### src/rtl/core/dbf_pkg.sv
// ----------------------------------------------------------------------------
// dbf_pkg: shared definitions for the detection box filter
// Row layout constants, register indexes, reset values and the result record.
// ----------------------------------------------------------------------------
`default_nettype none

package dbf_pkg;

  // Row layout: x, y, w, h, objectness, then the class scores
  localparam int BOX_FIELDS = 4;
  localparam int HEADER_LEN = 5;

  localparam int MAX_CLASSES_DEFAULT = 255;

  localparam int VALUE_W     = 32;
  localparam int COORD_W     = 16;
  localparam int ANCHOR_W    = 16;
  localparam int THRESHOLD_W = 17;
  localparam int CLASS_ID_W  = 8;

  // Configuration port
  localparam int CFG_INDEX_W = 2;
  localparam int CFG_DATA_W  = 17;

  typedef enum logic [CFG_INDEX_W-1:0] {
    CFG_CLASS_COUNT    = 2'd0,
    CFG_ANCHOR_COUNT   = 2'd1,
    CFG_CONF_THRESHOLD = 2'd2
  } cfg_reg_t;

  localparam int CLASS_COUNT_RESET    = 80;
  localparam int ANCHOR_COUNT_RESET   = 25200;
  localparam int CONF_THRESHOLD_RESET = 32768;

  typedef struct packed {
    logic                         kept;
    logic [ANCHOR_W-1:0]          anchor_index;
    logic signed [COORD_W-1:0]    box_x;
    logic signed [COORD_W-1:0]    box_y;
    logic signed [COORD_W-1:0]    box_w;
    logic signed [COORD_W-1:0]    box_h;
    logic signed [VALUE_W-1:0]    score;
    logic [CLASS_ID_W-1:0]        class_index;
    logic                         frame_done;
  } dbf_result_t;

endpackage

`default_nettype wire

### src/rtl/core/dbf_if.sv
// ----------------------------------------------------------------------------
// dbf_if: stream channels of the detection box filter
// Tensor element channel and result channel, valid/ready with payload.
// ----------------------------------------------------------------------------
`default_nettype none

interface dbf_in_if;
  logic                                 valid;
  logic                                 ready;
  logic signed [dbf_pkg::VALUE_W-1:0]   value;
  logic                                 frame_start;

  modport source (output valid, output value, output frame_start, input ready);
  modport sink   (input valid, input value, input frame_start, output ready);
endinterface

interface dbf_out_if;
  logic                                 valid;
  logic                                 ready;
  logic                                 kept;
  logic [dbf_pkg::ANCHOR_W-1:0]         anchor_index;
  logic signed [dbf_pkg::COORD_W-1:0]   box_x;
  logic signed [dbf_pkg::COORD_W-1:0]   box_y;
  logic signed [dbf_pkg::COORD_W-1:0]   box_w;
  logic signed [dbf_pkg::COORD_W-1:0]   box_h;
  logic signed [dbf_pkg::VALUE_W-1:0]   score;
  logic [dbf_pkg::CLASS_ID_W-1:0]       class_index;
  logic                                 frame_done;

  modport source (output valid, output kept, output anchor_index, output box_x,
                  output box_y, output box_w, output box_h, output score,
                  output class_index, output frame_done, input ready);
  modport sink   (input valid, input kept, input anchor_index, input box_x,
                  input box_y, input box_w, input box_h, input score,
                  input class_index, input frame_done, output ready);
endinterface

`default_nettype wire

### src/rtl/core/detection_box_filter_core.sv
// ----------------------------------------------------------------------------
// detection_box_filter_core: detector output confidence filter with argmax
// Streams a detector tensor and emits box, objectness and class per anchor.
// ----------------------------------------------------------------------------
// Usage:
//   tensor_ch carries one signed Q16.16 tensor element per transaction, rows
//   of x, y, w, h, objectness and class_count class scores; frame_start marks
//   the first element of a tensor and restarts the row and anchor counts.
//   result_ch carries at most one result per row, on its last element: rows
//   whose objectness is strictly above conf_threshold, and always the last
//   anchor of a tensor, flagged by frame_done, kept or not.
//   The config port (cfg_we, cfg_index, cfg_data) writes class_count,
//   anchor_count and conf_threshold; write only while the block is idle.
// Timing:
//   An element is held in the input register and updates the row state on
//   the edge at which it advances, which also loads the result register:
//   the row's last element passes the input register and then the result
//   register before its result can be taken. Throughput is one element per
//   cycle while result_ch does not stall, set by the single row-update stage.
// Reset and stall:
//   Reset empties both registers, clears the counters and restores the
//   register defaults. While result_ch stalls with a result held, the input
//   register holds and tensor_ch drops ready once that register is full.
// ----------------------------------------------------------------------------
`default_nettype none

module detection_box_filter_core #(
  parameter int MAX_CLASSES = dbf_pkg::MAX_CLASSES_DEFAULT
) (
  input  wire logic                              clk,
  input  wire logic                              rst,
  input  wire logic                              cfg_we,
  input  wire logic [dbf_pkg::CFG_INDEX_W-1:0]   cfg_index,
  input  wire logic [dbf_pkg::CFG_DATA_W-1:0]    cfg_data,
  dbf_in_if.sink                                 tensor_ch,
  dbf_out_if.source                              result_ch
);

  localparam int CLASS_W = $clog2(MAX_CLASSES + 1);

  // Configuration registers
  logic [CLASS_W-1:0]                 class_count;
  logic [dbf_pkg::ANCHOR_W-1:0]       anchor_count;
  logic [dbf_pkg::THRESHOLD_W-1:0]    conf_threshold;

  // Input register
  logic                               in_valid;
  logic signed [dbf_pkg::VALUE_W-1:0] in_value;
  logic                               in_frame_start;

  // Result register
  logic                               out_valid;
  dbf_pkg::dbf_result_t               out_result;

  logic                               fire;
  logic                               row_valid;
  dbf_pkg::dbf_result_t               row_result;

  // Advance the held element whenever the result register can take a result
  assign fire            = in_valid && (!out_valid || result_ch.ready);
  assign tensor_ch.ready = !in_valid || fire;

  always_ff @(posedge clk) begin
    if (rst) begin
      class_count    <= CLASS_W'(dbf_pkg::CLASS_COUNT_RESET);
      anchor_count   <= dbf_pkg::ANCHOR_W'(dbf_pkg::ANCHOR_COUNT_RESET);
      conf_threshold <= dbf_pkg::THRESHOLD_W'(dbf_pkg::CONF_THRESHOLD_RESET);
    end else if (cfg_we) begin
      case (dbf_pkg::cfg_reg_t'(cfg_index))
        dbf_pkg::CFG_CLASS_COUNT:    class_count    <= cfg_data[CLASS_W-1:0];
        dbf_pkg::CFG_ANCHOR_COUNT:   anchor_count   <= cfg_data[dbf_pkg::ANCHOR_W-1:0];
        dbf_pkg::CFG_CONF_THRESHOLD: conf_threshold <= cfg_data[dbf_pkg::THRESHOLD_W-1:0];
        default: ;  // drop writes to unmapped indexes
      endcase
    end
  end

  // Input register: load on every transaction, empty when advanced
  always_ff @(posedge clk) begin
    if (rst) begin
      in_valid <= 1'b0;
    end else if (tensor_ch.valid && tensor_ch.ready) begin
      in_valid <= 1'b1;
    end else if (fire) begin
      in_valid <= 1'b0;
    end
  end

  always_ff @(posedge clk) begin
    if (tensor_ch.valid && tensor_ch.ready) begin
      in_value       <= tensor_ch.value;
      in_frame_start <= tensor_ch.frame_start;
    end
  end

  dbf_row_tracker #(
    .MAX_CLASSES (MAX_CLASSES)
  ) u_row_tracker (
    .clk            (clk),
    .rst            (rst),
    .step           (fire),
    .value          (in_value),
    .frame_start    (in_frame_start),
    .class_count    (class_count),
    .anchor_count   (anchor_count),
    .conf_threshold (conf_threshold),
    .result_valid   (row_valid),
    .result         (row_result)
  );

  // Result register: a row that yields nothing still frees a taken slot
  always_ff @(posedge clk) begin
    if (rst) begin
      out_valid <= 1'b0;
    end else if (fire) begin
      out_valid <= row_valid;
    end else if (result_ch.ready) begin
      out_valid <= 1'b0;
    end
  end

  always_ff @(posedge clk) begin
    if (fire && row_valid) begin
      out_result <= row_result;
    end
  end

  assign result_ch.valid        = out_valid;
  assign result_ch.kept         = out_result.kept;
  assign result_ch.anchor_index = out_result.anchor_index;
  assign result_ch.box_x        = out_result.box_x;
  assign result_ch.box_y        = out_result.box_y;
  assign result_ch.box_w        = out_result.box_w;
  assign result_ch.box_h        = out_result.box_h;
  assign result_ch.score        = out_result.score;
  assign result_ch.class_index  = out_result.class_index;
  assign result_ch.frame_done   = out_result.frame_done;

  // A rejected row only reaches the output as the last anchor of a tensor
  a_reject_only_at_end: assert property (@(posedge clk) disable iff (rst)
    out_valid && !out_result.kept |-> out_result.frame_done)
    else $error("result neither kept nor last anchor");

  // A result formed by the row stage is offered on the next cycle
  a_result_loaded: assert property (@(posedge clk) disable iff (rst)
    fire && row_valid |=> out_valid)
    else $error("row result lost");

  // An empty input register always takes a transaction
  a_ready_when_empty: assert property (@(posedge clk) disable iff (rst)
    !in_valid |-> tensor_ch.ready)
    else $error("input register empty but not ready");

  // A full input register is only ready when its element can advance
  a_ready_needs_slot: assert property (@(posedge clk) disable iff (rst)
    in_valid && tensor_ch.ready |-> !out_valid || result_ch.ready)
    else $error("ready while result register blocked");

endmodule

`default_nettype wire

### src/rtl/core/dbf_row_tracker.sv
// ----------------------------------------------------------------------------
// dbf_row_tracker: row position, box hold and class argmax
// Consumes one tensor element per step and forms the result at row end.
// ----------------------------------------------------------------------------
`default_nettype none

module dbf_row_tracker #(
  parameter int MAX_CLASSES = dbf_pkg::MAX_CLASSES_DEFAULT,
  localparam int CLASS_W    = $clog2(MAX_CLASSES + 1),
  localparam int POS_W      = $clog2(MAX_CLASSES + dbf_pkg::HEADER_LEN)
) (
  input  wire logic                                clk,
  input  wire logic                                rst,
  input  wire logic                                step,
  input  wire logic signed [dbf_pkg::VALUE_W-1:0]  value,
  input  wire logic                                frame_start,
  input  wire logic [CLASS_W-1:0]                  class_count,
  input  wire logic [dbf_pkg::ANCHOR_W-1:0]        anchor_count,
  input  wire logic [dbf_pkg::THRESHOLD_W-1:0]     conf_threshold,
  output logic                                     result_valid,
  output dbf_pkg::dbf_result_t                     result
);

  localparam int BOX_IDX_W = $clog2(dbf_pkg::BOX_FIELDS);

  // Integer part of a Q16.16 value, truncated toward zero; always fits 16 bits
  function automatic logic signed [dbf_pkg::COORD_W-1:0] trunc_int(
    input logic signed [dbf_pkg::VALUE_W-1:0] q
  );
    logic round_up;
    round_up  = q[dbf_pkg::VALUE_W-1] & (|q[15:0]);
    trunc_int = q[dbf_pkg::VALUE_W-1:16] + {{(dbf_pkg::COORD_W-1){1'b0}}, round_up};
  endfunction

  logic [POS_W-1:0]                   element_position;
  logic [dbf_pkg::ANCHOR_W-1:0]       anchor_counter;
  logic signed [dbf_pkg::COORD_W-1:0] box_store [dbf_pkg::BOX_FIELDS];
  logic signed [dbf_pkg::VALUE_W-1:0] objectness_hold;
  logic signed [dbf_pkg::VALUE_W-1:0] best_score;
  logic [CLASS_W-1:0]                 best_class;

  logic [POS_W-1:0]                   pos;
  logic [dbf_pkg::ANCHOR_W-1:0]       anchor;
  logic [POS_W-1:0]                   last_pos;
  logic                               row_end;
  logic                               kept;
  logic                               done;
  logic signed [dbf_pkg::COORD_W-1:0] box_next [dbf_pkg::BOX_FIELDS];
  logic signed [dbf_pkg::VALUE_W-1:0] objectness_next;
  logic signed [dbf_pkg::VALUE_W-1:0] best_score_next;
  logic [CLASS_W-1:0]                 best_class_next;

  // A new tensor clears position and anchor before the element is used
  assign pos      = frame_start ? '0 : element_position;
  assign anchor   = frame_start ? '0 : anchor_counter;
  assign last_pos = POS_W'(class_count) + POS_W'(dbf_pkg::HEADER_LEN - 1);
  assign row_end  = pos >= last_pos;

  always_comb begin
    box_next        = box_store;
    objectness_next = objectness_hold;
    best_score_next = best_score;
    best_class_next = best_class;
    if (pos < POS_W'(dbf_pkg::BOX_FIELDS)) begin
      box_next[pos[BOX_IDX_W-1:0]] = trunc_int(value);
    end else if (pos == POS_W'(dbf_pkg::BOX_FIELDS)) begin
      objectness_next = value;
      best_class_next = '0;
    end else if (pos == POS_W'(dbf_pkg::HEADER_LEN)) begin
      best_score_next = value;
      best_class_next = '0;
    end else if (value > best_score) begin
      best_score_next = value;
      best_class_next = CLASS_W'(pos - POS_W'(dbf_pkg::HEADER_LEN));
    end
  end

  // Objectness is signed, threshold unsigned: negative never passes
  assign kept = !objectness_next[dbf_pkg::VALUE_W-1] &&
                (objectness_next[dbf_pkg::VALUE_W-2:0] >
                 (dbf_pkg::VALUE_W-1)'(conf_threshold));
  assign done = anchor == (anchor_count - dbf_pkg::ANCHOR_W'(1));

  assign result_valid = row_end && (kept || done);

  always_comb begin
    result.kept         = kept;
    result.anchor_index = anchor;
    result.box_x        = box_next[0];
    result.box_y        = box_next[1];
    result.box_w        = box_next[2];
    result.box_h        = box_next[3];
    result.score        = objectness_next;
    result.class_index  = dbf_pkg::CLASS_ID_W'(best_class_next);
    result.frame_done   = done;
  end

  always_ff @(posedge clk) begin
    if (rst) begin
      element_position <= '0;
      anchor_counter   <= '0;
      best_class       <= '0;
    end else if (step) begin
      best_class <= best_class_next;
      if (row_end) begin
        element_position <= '0;
        anchor_counter   <= done ? '0 : anchor + dbf_pkg::ANCHOR_W'(1);
      end else begin
        element_position <= pos + POS_W'(1);
        anchor_counter   <= anchor;
      end
    end
  end

  always_ff @(posedge clk) begin
    if (step) begin
      box_store       <= box_next;
      objectness_hold <= objectness_next;
      best_score      <= best_score_next;
    end
  end

endmodule

`default_nettype wire

### src/flat_wrapper.sv
// flat-port wrapper written by rule: the top's interface ports become plain ports
module detection_box_filter_core_flat 
#(
  parameter int MAX_CLASSES = dbf_pkg::MAX_CLASSES_DEFAULT
)
  (clk, rst, cfg_we, cfg_index, cfg_data, tensor_ch_valid, tensor_ch_value, tensor_ch_frame_start, tensor_ch_ready, result_ch_valid, result_ch_kept, result_ch_anchor_index, result_ch_box_x, result_ch_box_y, result_ch_box_w, result_ch_box_h, result_ch_score, result_ch_class_index, result_ch_frame_done, result_ch_ready);
  dbf_in_if tensor_ch_i ();
  dbf_out_if result_ch_i ();
  input  wire logic clk;
  input  wire logic rst;
  input  wire logic cfg_we;
  input  wire logic [dbf_pkg::CFG_INDEX_W-1:0] cfg_index;
  input  wire logic [dbf_pkg::CFG_DATA_W-1:0] cfg_data;
  input wire logic [$bits(tensor_ch_i.valid)-1:0] tensor_ch_valid;
  input wire logic [$bits(tensor_ch_i.value)-1:0] tensor_ch_value;
  input wire logic [$bits(tensor_ch_i.frame_start)-1:0] tensor_ch_frame_start;
  output wire logic [$bits(tensor_ch_i.ready)-1:0] tensor_ch_ready;
  output wire logic [$bits(result_ch_i.valid)-1:0] result_ch_valid;
  output wire logic [$bits(result_ch_i.kept)-1:0] result_ch_kept;
  output wire logic [$bits(result_ch_i.anchor_index)-1:0] result_ch_anchor_index;
  output wire logic [$bits(result_ch_i.box_x)-1:0] result_ch_box_x;
  output wire logic [$bits(result_ch_i.box_y)-1:0] result_ch_box_y;
  output wire logic [$bits(result_ch_i.box_w)-1:0] result_ch_box_w;
  output wire logic [$bits(result_ch_i.box_h)-1:0] result_ch_box_h;
  output wire logic [$bits(result_ch_i.score)-1:0] result_ch_score;
  output wire logic [$bits(result_ch_i.class_index)-1:0] result_ch_class_index;
  output wire logic [$bits(result_ch_i.frame_done)-1:0] result_ch_frame_done;
  input wire logic [$bits(result_ch_i.ready)-1:0] result_ch_ready;
  assign tensor_ch_i.valid = tensor_ch_valid;
  assign tensor_ch_i.value = tensor_ch_value;
  assign tensor_ch_i.frame_start = tensor_ch_frame_start;
  assign tensor_ch_ready = tensor_ch_i.ready;
  assign result_ch_valid = result_ch_i.valid;
  assign result_ch_kept = result_ch_i.kept;
  assign result_ch_anchor_index = result_ch_i.anchor_index;
  assign result_ch_box_x = result_ch_i.box_x;
  assign result_ch_box_y = result_ch_i.box_y;
  assign result_ch_box_w = result_ch_i.box_w;
  assign result_ch_box_h = result_ch_i.box_h;
  assign result_ch_score = result_ch_i.score;
  assign result_ch_class_index = result_ch_i.class_index;
  assign result_ch_frame_done = result_ch_i.frame_done;
  assign result_ch_i.ready = result_ch_ready;
  detection_box_filter_core #(.MAX_CLASSES(MAX_CLASSES)) u_core (.clk(clk), .rst(rst), .cfg_we(cfg_we), .cfg_index(cfg_index), .cfg_data(cfg_data), .tensor_ch(tensor_ch_i), .result_ch(result_ch_i));
endmodule
### config.mk
export PLATFORM = sky130hd
export DESIGN_NAME = detection_box_filter_core_flat
export DESIGN_NICKNAME = d
export VERILOG_FILES = /design/src/rtl/core/dbf_pkg.sv /design/src/rtl/core/dbf_if.sv /design/src/rtl/core/detection_box_filter_core.sv /design/src/rtl/core/dbf_row_tracker.sv /design/src/flat_wrapper.sv
export SDC_FILE = /design/constraint.sdc
export NUM_CORES = 1
export LEC_CHECK = 0
export ABC_AREA = 1
export ABC_CLOCK_PERIOD_IN_PS = 8900
export BUFFER_PORTS_ARGS = -buffer_cell sky130_fd_sc_hd__clkbuf_2
export CAP_MARGIN = 15
export CORE_MARGIN = 2
export CORE_UTILIZATION = 53
export CTS_BUF_LIST = sky130_fd_sc_hd__clkbuf_16
export CTS_CLUSTER_SIZE = 16
export DETAILED_ROUTE_END_ITERATION = 8
export GPL_TIMING_DRIVEN = 1
export PLACE_DENSITY = 0.82
export SETUP_SLACK_MARGIN = 0.2
export SLEW_MARGIN = 20
export SYNTH_ARGS = -nofsm -noshare
export SYNTH_HDL_FRONTEND = slang
export SYNTH_HIERARCHICAL = 1
export SYNTH_SLANG_ARGS = --single-unit
### constraint.sdc
create_clock -name clk -period 8.9 [get_ports clk]
set_input_delay 0.89 -clock clk [delete_from_list [all_inputs] [get_ports clk]]
set_output_delay 0.89 -clock clk [all_outputs]
set_load 0.03 [all_outputs]
**Yosys cells after proc, flatten, opt, wreduce, memory -nomap -nowiden**

Cells that the tools add are included.

- Add/sub/neg operators: 6
- $mul: 0
- Div/mod/pow operators: 0
- Magnitude comparators: 6
- Equality and inequality tests: 5
- Shift-type cells: 0
- Multiplexer cells: 21
- Bitwise operators: 4
- Reduce and logical (&&, ||, !) cells: 21

Operators with widths:

| operator | count |
|---|---|
| 2-to-1 mux 32 bit | 4 |
| bitwise mux 64 bit | 1 |
| 2-to-1 mux 16 bit | 4 |
| 2-to-1 mux 64 bit | 1 |
| demux 16 bit (select 2 bit) | 1 |
| greater-than comparator 32 bit | 1 |
| 2-to-1 mux 8 bit | 4 |
| greater-than comparator 31 x 17 -> 1 bit | 1 |
| equality test 9 x 3 -> 1 bit (second input constant) | 2 |
| 2-to-1 mux 9 bit | 2 |
| adder 16 x 1 -> 16 bit | 1 |
| adder 16 x 1 -> 16 bit (second input constant) | 1 |
| equality test 16 bit | 1 |
| OR reduction 16 bit | 1 |
| subtractor 16 x 1 -> 16 bit (second input constant) | 1 |
| adder 8 x 3 -> 9 bit (second input constant) | 1 |
| adder 9 x 1 -> 9 bit (second input constant) | 1 |
| >= comparator 9 bit | 1 |
| less-than comparator 9 x 3 -> 1 bit (second input constant) | 1 |
| subtractor 8 x 3 -> 8 bit (second input constant) | 1 |
| logical AND 1 bit | 6 |
| AND reduction 2 bit | 3 |
| nonzero test 2 bit | 3 |
| 2-to-1 mux 1 bit | 4 |
| other kinds (11) | 16 |

- Bits in registers: 359
- Bits in latches: 0
- RAM bits: 0
- Memory bits (read-only): 0
- Output and inout bits: 124
- Memories: 0

**Longest topological paths before layout**

- Word-level depth: 9
- Depth in mapped cells: 24
- Gate-level depth less buffers: 22

**Cells and area by module**

The synthesis kept the hierarchy.

By module, submodules not included:

| module | times used | cells an instance | area an instance (sq um) | seq. area each (sq um) |
|---|---|---|---|---|
| dbf_row_tracker | 1 | 1224 | 10092.2 | 4504.3 |
| detection_box_filter_core | 1 | 421 | 6417.4 | 5515.3 |

**Worst setup path after synthesis**

No wires, ideal clock.

- Path type: flip-flop to flip-flop
- From: register u_core.in_frame_start
- To: register u_core.out_result (netlist bit u_core/result_ch.anchor_index[0]) (enable)
- Setup time: 605 ps
- Arrival: 8226 ps
- Setup slack: 69 ps
- Stages on the path, launching flop included: 23
- Path buffers: 4
- Period minus slack after synthesis: 8831 ps
- Cells stage by stage: edfxtp_1 -> buf_6 -> buf_6 -> nor2_1 -> inv_1 -> ha_1 -> nand3_2 -> buf_2 -> buf_2 -> mux2_2 -> ha_1 -> nand2_1 -> nor2_1 -> nand2_1 -> o21ai_0 -> nand3_1 -> nand3_1 -> nand2_1 -> nand2_1 -> nand3b_1 -> nand2_1 -> inv_1 -> nor2_1

RTL lines:

| what | RTL line | source |
|---|---|---|
| start: declaration | detection_box_filter_core.sv:49 | `logic in_frame_start;` |
| start signal: assignment | detection_box_filter_core.sv:92 | `in_frame_start <= tensor_ch.frame_start;` |
| end signal: assignment | detection_box_filter_core.sv:124 | `out_result <= row_result;` |
| end: declaration | detection_box_filter_core.sv:53 | `dbf_pkg::dbf_result_t out_result;` |

==> results.sh <==
export IMPL_max_cap_viol_count=0
export IMPL_synth_cells=1645
export IMPL_place_hpwl_mm=26.88
export IMPL_antenna_found_initial=1
export IMPL_die_area_sq_um=32580
export IMPL_avgSynthCellArea_sq_um=10.04
export IMPL_crit_reg2reg_capture="u_core/result_ch.box_x[15]"
export IMPL_clk_latency_ns=0.52
export IMPL_slew_headroom_pct=29.11
export IMPL_gp_congestion=0.8926
export IMPL_peakVddDrop_uv=145.9
export IMPL_hp_class="reg -> reg"
export IMPL_grt_usage_pct=23.38
export IMPL_clock_sinks=359
export IMPL_reg2reg_depth=20
export IMPL_synth_async_reset_ratio_pct=0
export IMPL_grt_pass1_wl_mm=61.51
export IMPL_drc_errors=0
export IMPL_synthesis_nets=1767
export IMPL_rows=64
export IMPL_synth_warnings=6
export IMPL_setup_tns_ns=0
export IMPL_seq_area_sq_um=10020
export IMPL_crit_required_ns=9.05
export IMPL_synth_area_top_cells="edfxtp_1, nand2_1, dfxtp_1, inv_1, ha_1"
export IMPL_grt_pass1_vias=11700
export IMPL_via_per_inst=5.402
export IMPL_hold_buffers=0
export IMPL_ys_seq_area_share_pct=60.69
export IMPL_final_cell_mix="nand2_1, edfxtp_1, inv_1"
export IMPL_rsz0062_at_grt="no"
export IMPL_synth_top_cell_area_share_pct=51.47
export IMPL_first_iter_violations=1131
export IMPL_dr_pass1_iters=5
export IMPL_min_path_cells=2
export IMPL_path_class="reg -> reg"
export IMPL_reg2reg_slack_ns=3.26
export IMPL_yosysTopAreaCell="edfxtp_1"
export IMPL_netlist_area_sq_um=16510
export IMPL_cts_setup_buffers=0
export IMPL_cts_tree="built"
export IMPL_p_leak_nw=8.125
export IMPL_diodes=0
export IMPL_cp_max_fo=97
export IMPL_hp_start="u_core/u_row_tracker/anchor_counter[7]"
export IMPL_cts_root_buffer="clkbuf_16"
export IMPL_ys_types=49
export IMPL_final_common_cell="nand2_1"
export IMPL_vias=12130
export IMPL_port_buffers=180
export IMPL_ctsHtreeMaxLevel=2
export IMPL_cts_buffers=36
export IMPL_drtAntennaViolNets=0
export IMPL_start_util_pct=53.83
export IMPL_setup_viol=0
export IMPL_r2r_start="u_core/in_frame_start"
export IMPL_die_x_um=180.5
export IMPL_die_h_um=180.5
export IMPL_path_clk_slew_ns=0.06
export IMPL_cts_resized=0
export IMPL_grt_max_degree=98
export IMPL_maxSlewViolCount=0
export IMPL_whs_endpoint="u_core/u_row_tracker/anchor_counter[7]"
export IMPL_drive_gt1_share_pct=16.16
export IMPL_whs_ns=0.4628
export IMPL_period_share_pct=63.32
export IMPL_period_needed_ns=5.636
export IMPL_worst_pin_slew_ns=1.061
export IMPL_core_sq_um=30670
export IMPL_powerDensity_nw_per_um2=191.4
export IMPL_wl_mm=38.34
export IMPL_cts_buffer_depth=3
export IMPL_multi_input_area_sq_um=5386
export IMPL_max_freq_mhz=177.4
export IMPL_final_hold_violation_count=0
export IMPL_fin_skew_ns=0.01750
export IMPL_synth_edff_count=283
export IMPL_final_nets=1946
export IMPL_filler_cell_count=2425
export IMPL_start_kind="flip-flop"
export IMPL_io_pins=181
export IMPL_ys_dominant_reg_cell="edfxtp_1"
export IMPL_end_kind="flip-flop"
export IMPL_synth_seq_cells=359
export IMPL_crit_arrival_ns=5.78
export IMPL_area_delta_synth_final_pct=14.02
export IMPL_globalRouteOverflowTotal=0
export IMPL_wire_per_inst_um=17.07
export IMPL_outcome="complete, no violations"
-- critical path, stage by stage (launching register included) --
cell and delay, ns:
edfxtp_1 0.77, nor2_1 0.42, inv_1 0.17, ha_1 0.27
nand3_2 0.08, buf_4 0.46, mux2_2 0.43, ha_1 0.32
nand2_1 0.07, o21ai_0 0.19, a21oi_1 0.06, o21ai_0 0.16
nand3_1 0.09, nand3_1 0.09, nand2_1 0.07, nand2_1 0.07
nand3b_1 0.07, nand2_1 0.08, inv_1 0.10, nor2_4 0.69
buf_12 0.46
-- kinds of logic (layout without fill, tap and decap cells) --
kind of cell / after synthesis / in the layout / synth area share [%]
AO/OA/AOI/OAI: 172 / 172 / 5.479
XOR/XNOR: 37 / 37 / 2.046
adder cells (fa/ha/maj): 65 / 65 / 4.926
buffers and inverters: 281 / 486 / 6.821
flip-flops: 359 / 359 / 60.69
multiplexers: 16 / 16 / 1.091
AND/OR/NAND/NOR: 715 / 715 / 18.95
-- cells in the mapped netlist (6+ instances only) --
| library cell | number |
|---|---|
| nor3_1 | 10 |
| a21oi_1 | 68 |
| nor2_2 | 9 |
| nor2_1 | 128 |
| xor2_1 | 27 |
| ha_1 | 65 |
| mux2_2 | 16 |
| nand2_1 | 413 |
| xnor2_1 | 9 |
| clkbuf_1 | 18 |
| nand2_2 | 6 |
| nand4_1 | 31 |
| buf_2 | 16 |
| inv_2 | 11 |
| buf_4 | 6 |
| edfxtp_1 | 283 |
| inv_1 | 221 |
| nand3_1 | 85 |
| o21ai_0 | 66 |
| nand3b_1 | 9 |
| o21ai_1 | 23 |
| dfxtp_1 | 76 |
-- flip-flops by register name, summed over array words and instances, names as in the netlist, 17 cells and up --
signal and cells:
u_core/conf_threshold 17, u_core/in_value 32, u_core/result_ch.score 32, u_core/u_row_tracker/best_score 32, u_core/u_row_tracker/box_store 64, u_core/u_row_tracker/objectness_hold 32
-- final cells by class --
class	count	area share [%]
Clock inverter	26	0.6514
Clock buffer	38	5.052
Sequential cell	359	53.23
Tap cell	396	2.632
Timing Repair Buffer	186	5.091
Multi-Input combinational cell	1005	28.61
Inverter	236	4.732
-- metrics by stage --
| stage | std cells | util, % | area [sq um] | power, mW | worst slack, ns |
|---|---|---|---|---|---|
| floorplan | 1645 | - | 16510 | 2.157 | 2.100 |
| global placement | 2182 | 57.87 | 17750 | 2.237 | 3.536 |
| detailed placement | 2182 | 57.87 | 17750 | 2.254 | 3.341 |
| CTS | 2246 | 61.37 | 18820 | 3.630 | 3.317 |
| global route | 2246 | 61.38 | 18820 | 3.741 | 2.811 |
| finish | 2246 | 61.38 | 18820 | 3.602 | 3.264 |
-- power by group --
| part | total (mW) | switching, mW | internal [mW] |
|---|---|---|---|
| Clock | 1.38 | 0.606 | 0.771 |
| Combinational | 0.307 | 0.213 | 0.0938 |
| Sequential | 1.92 | 0.0377 | 1.88 |
-- worst max path at each step --
stage,from,end,slack [ns],depth (start not counted)
final,u_core/in_frame_start,u_core/result_ch.box_x[15],3.26,20
after global routing,u_core/in_frame_start,u_core/result_ch.box_x[15],2.81,20
after CTS,u_core/in_frame_start,u_core/result_ch.box_y[7],3.32,20
after detailed placement,u_core/in_frame_start,u_core/result_ch.class_index[6],3.34,20
after global placement,u_core/in_frame_start,u_core/result_ch.class_index[6],3.54,20
after floorplan,u_core/in_frame_start,u_core/result_ch.anchor_index[0],2.10,22
-- routing by layer --
layer  GRT usage (%)  vias up  part of all wire, %
li1                -     5815                    -
met1           30.66     5736                   41
met2           39.85      514                   49
met3           3.759       67                  7.5
met4           7.548        2                  2.6
met5               0        -                0.034
(Power assumes the default switching activity.)
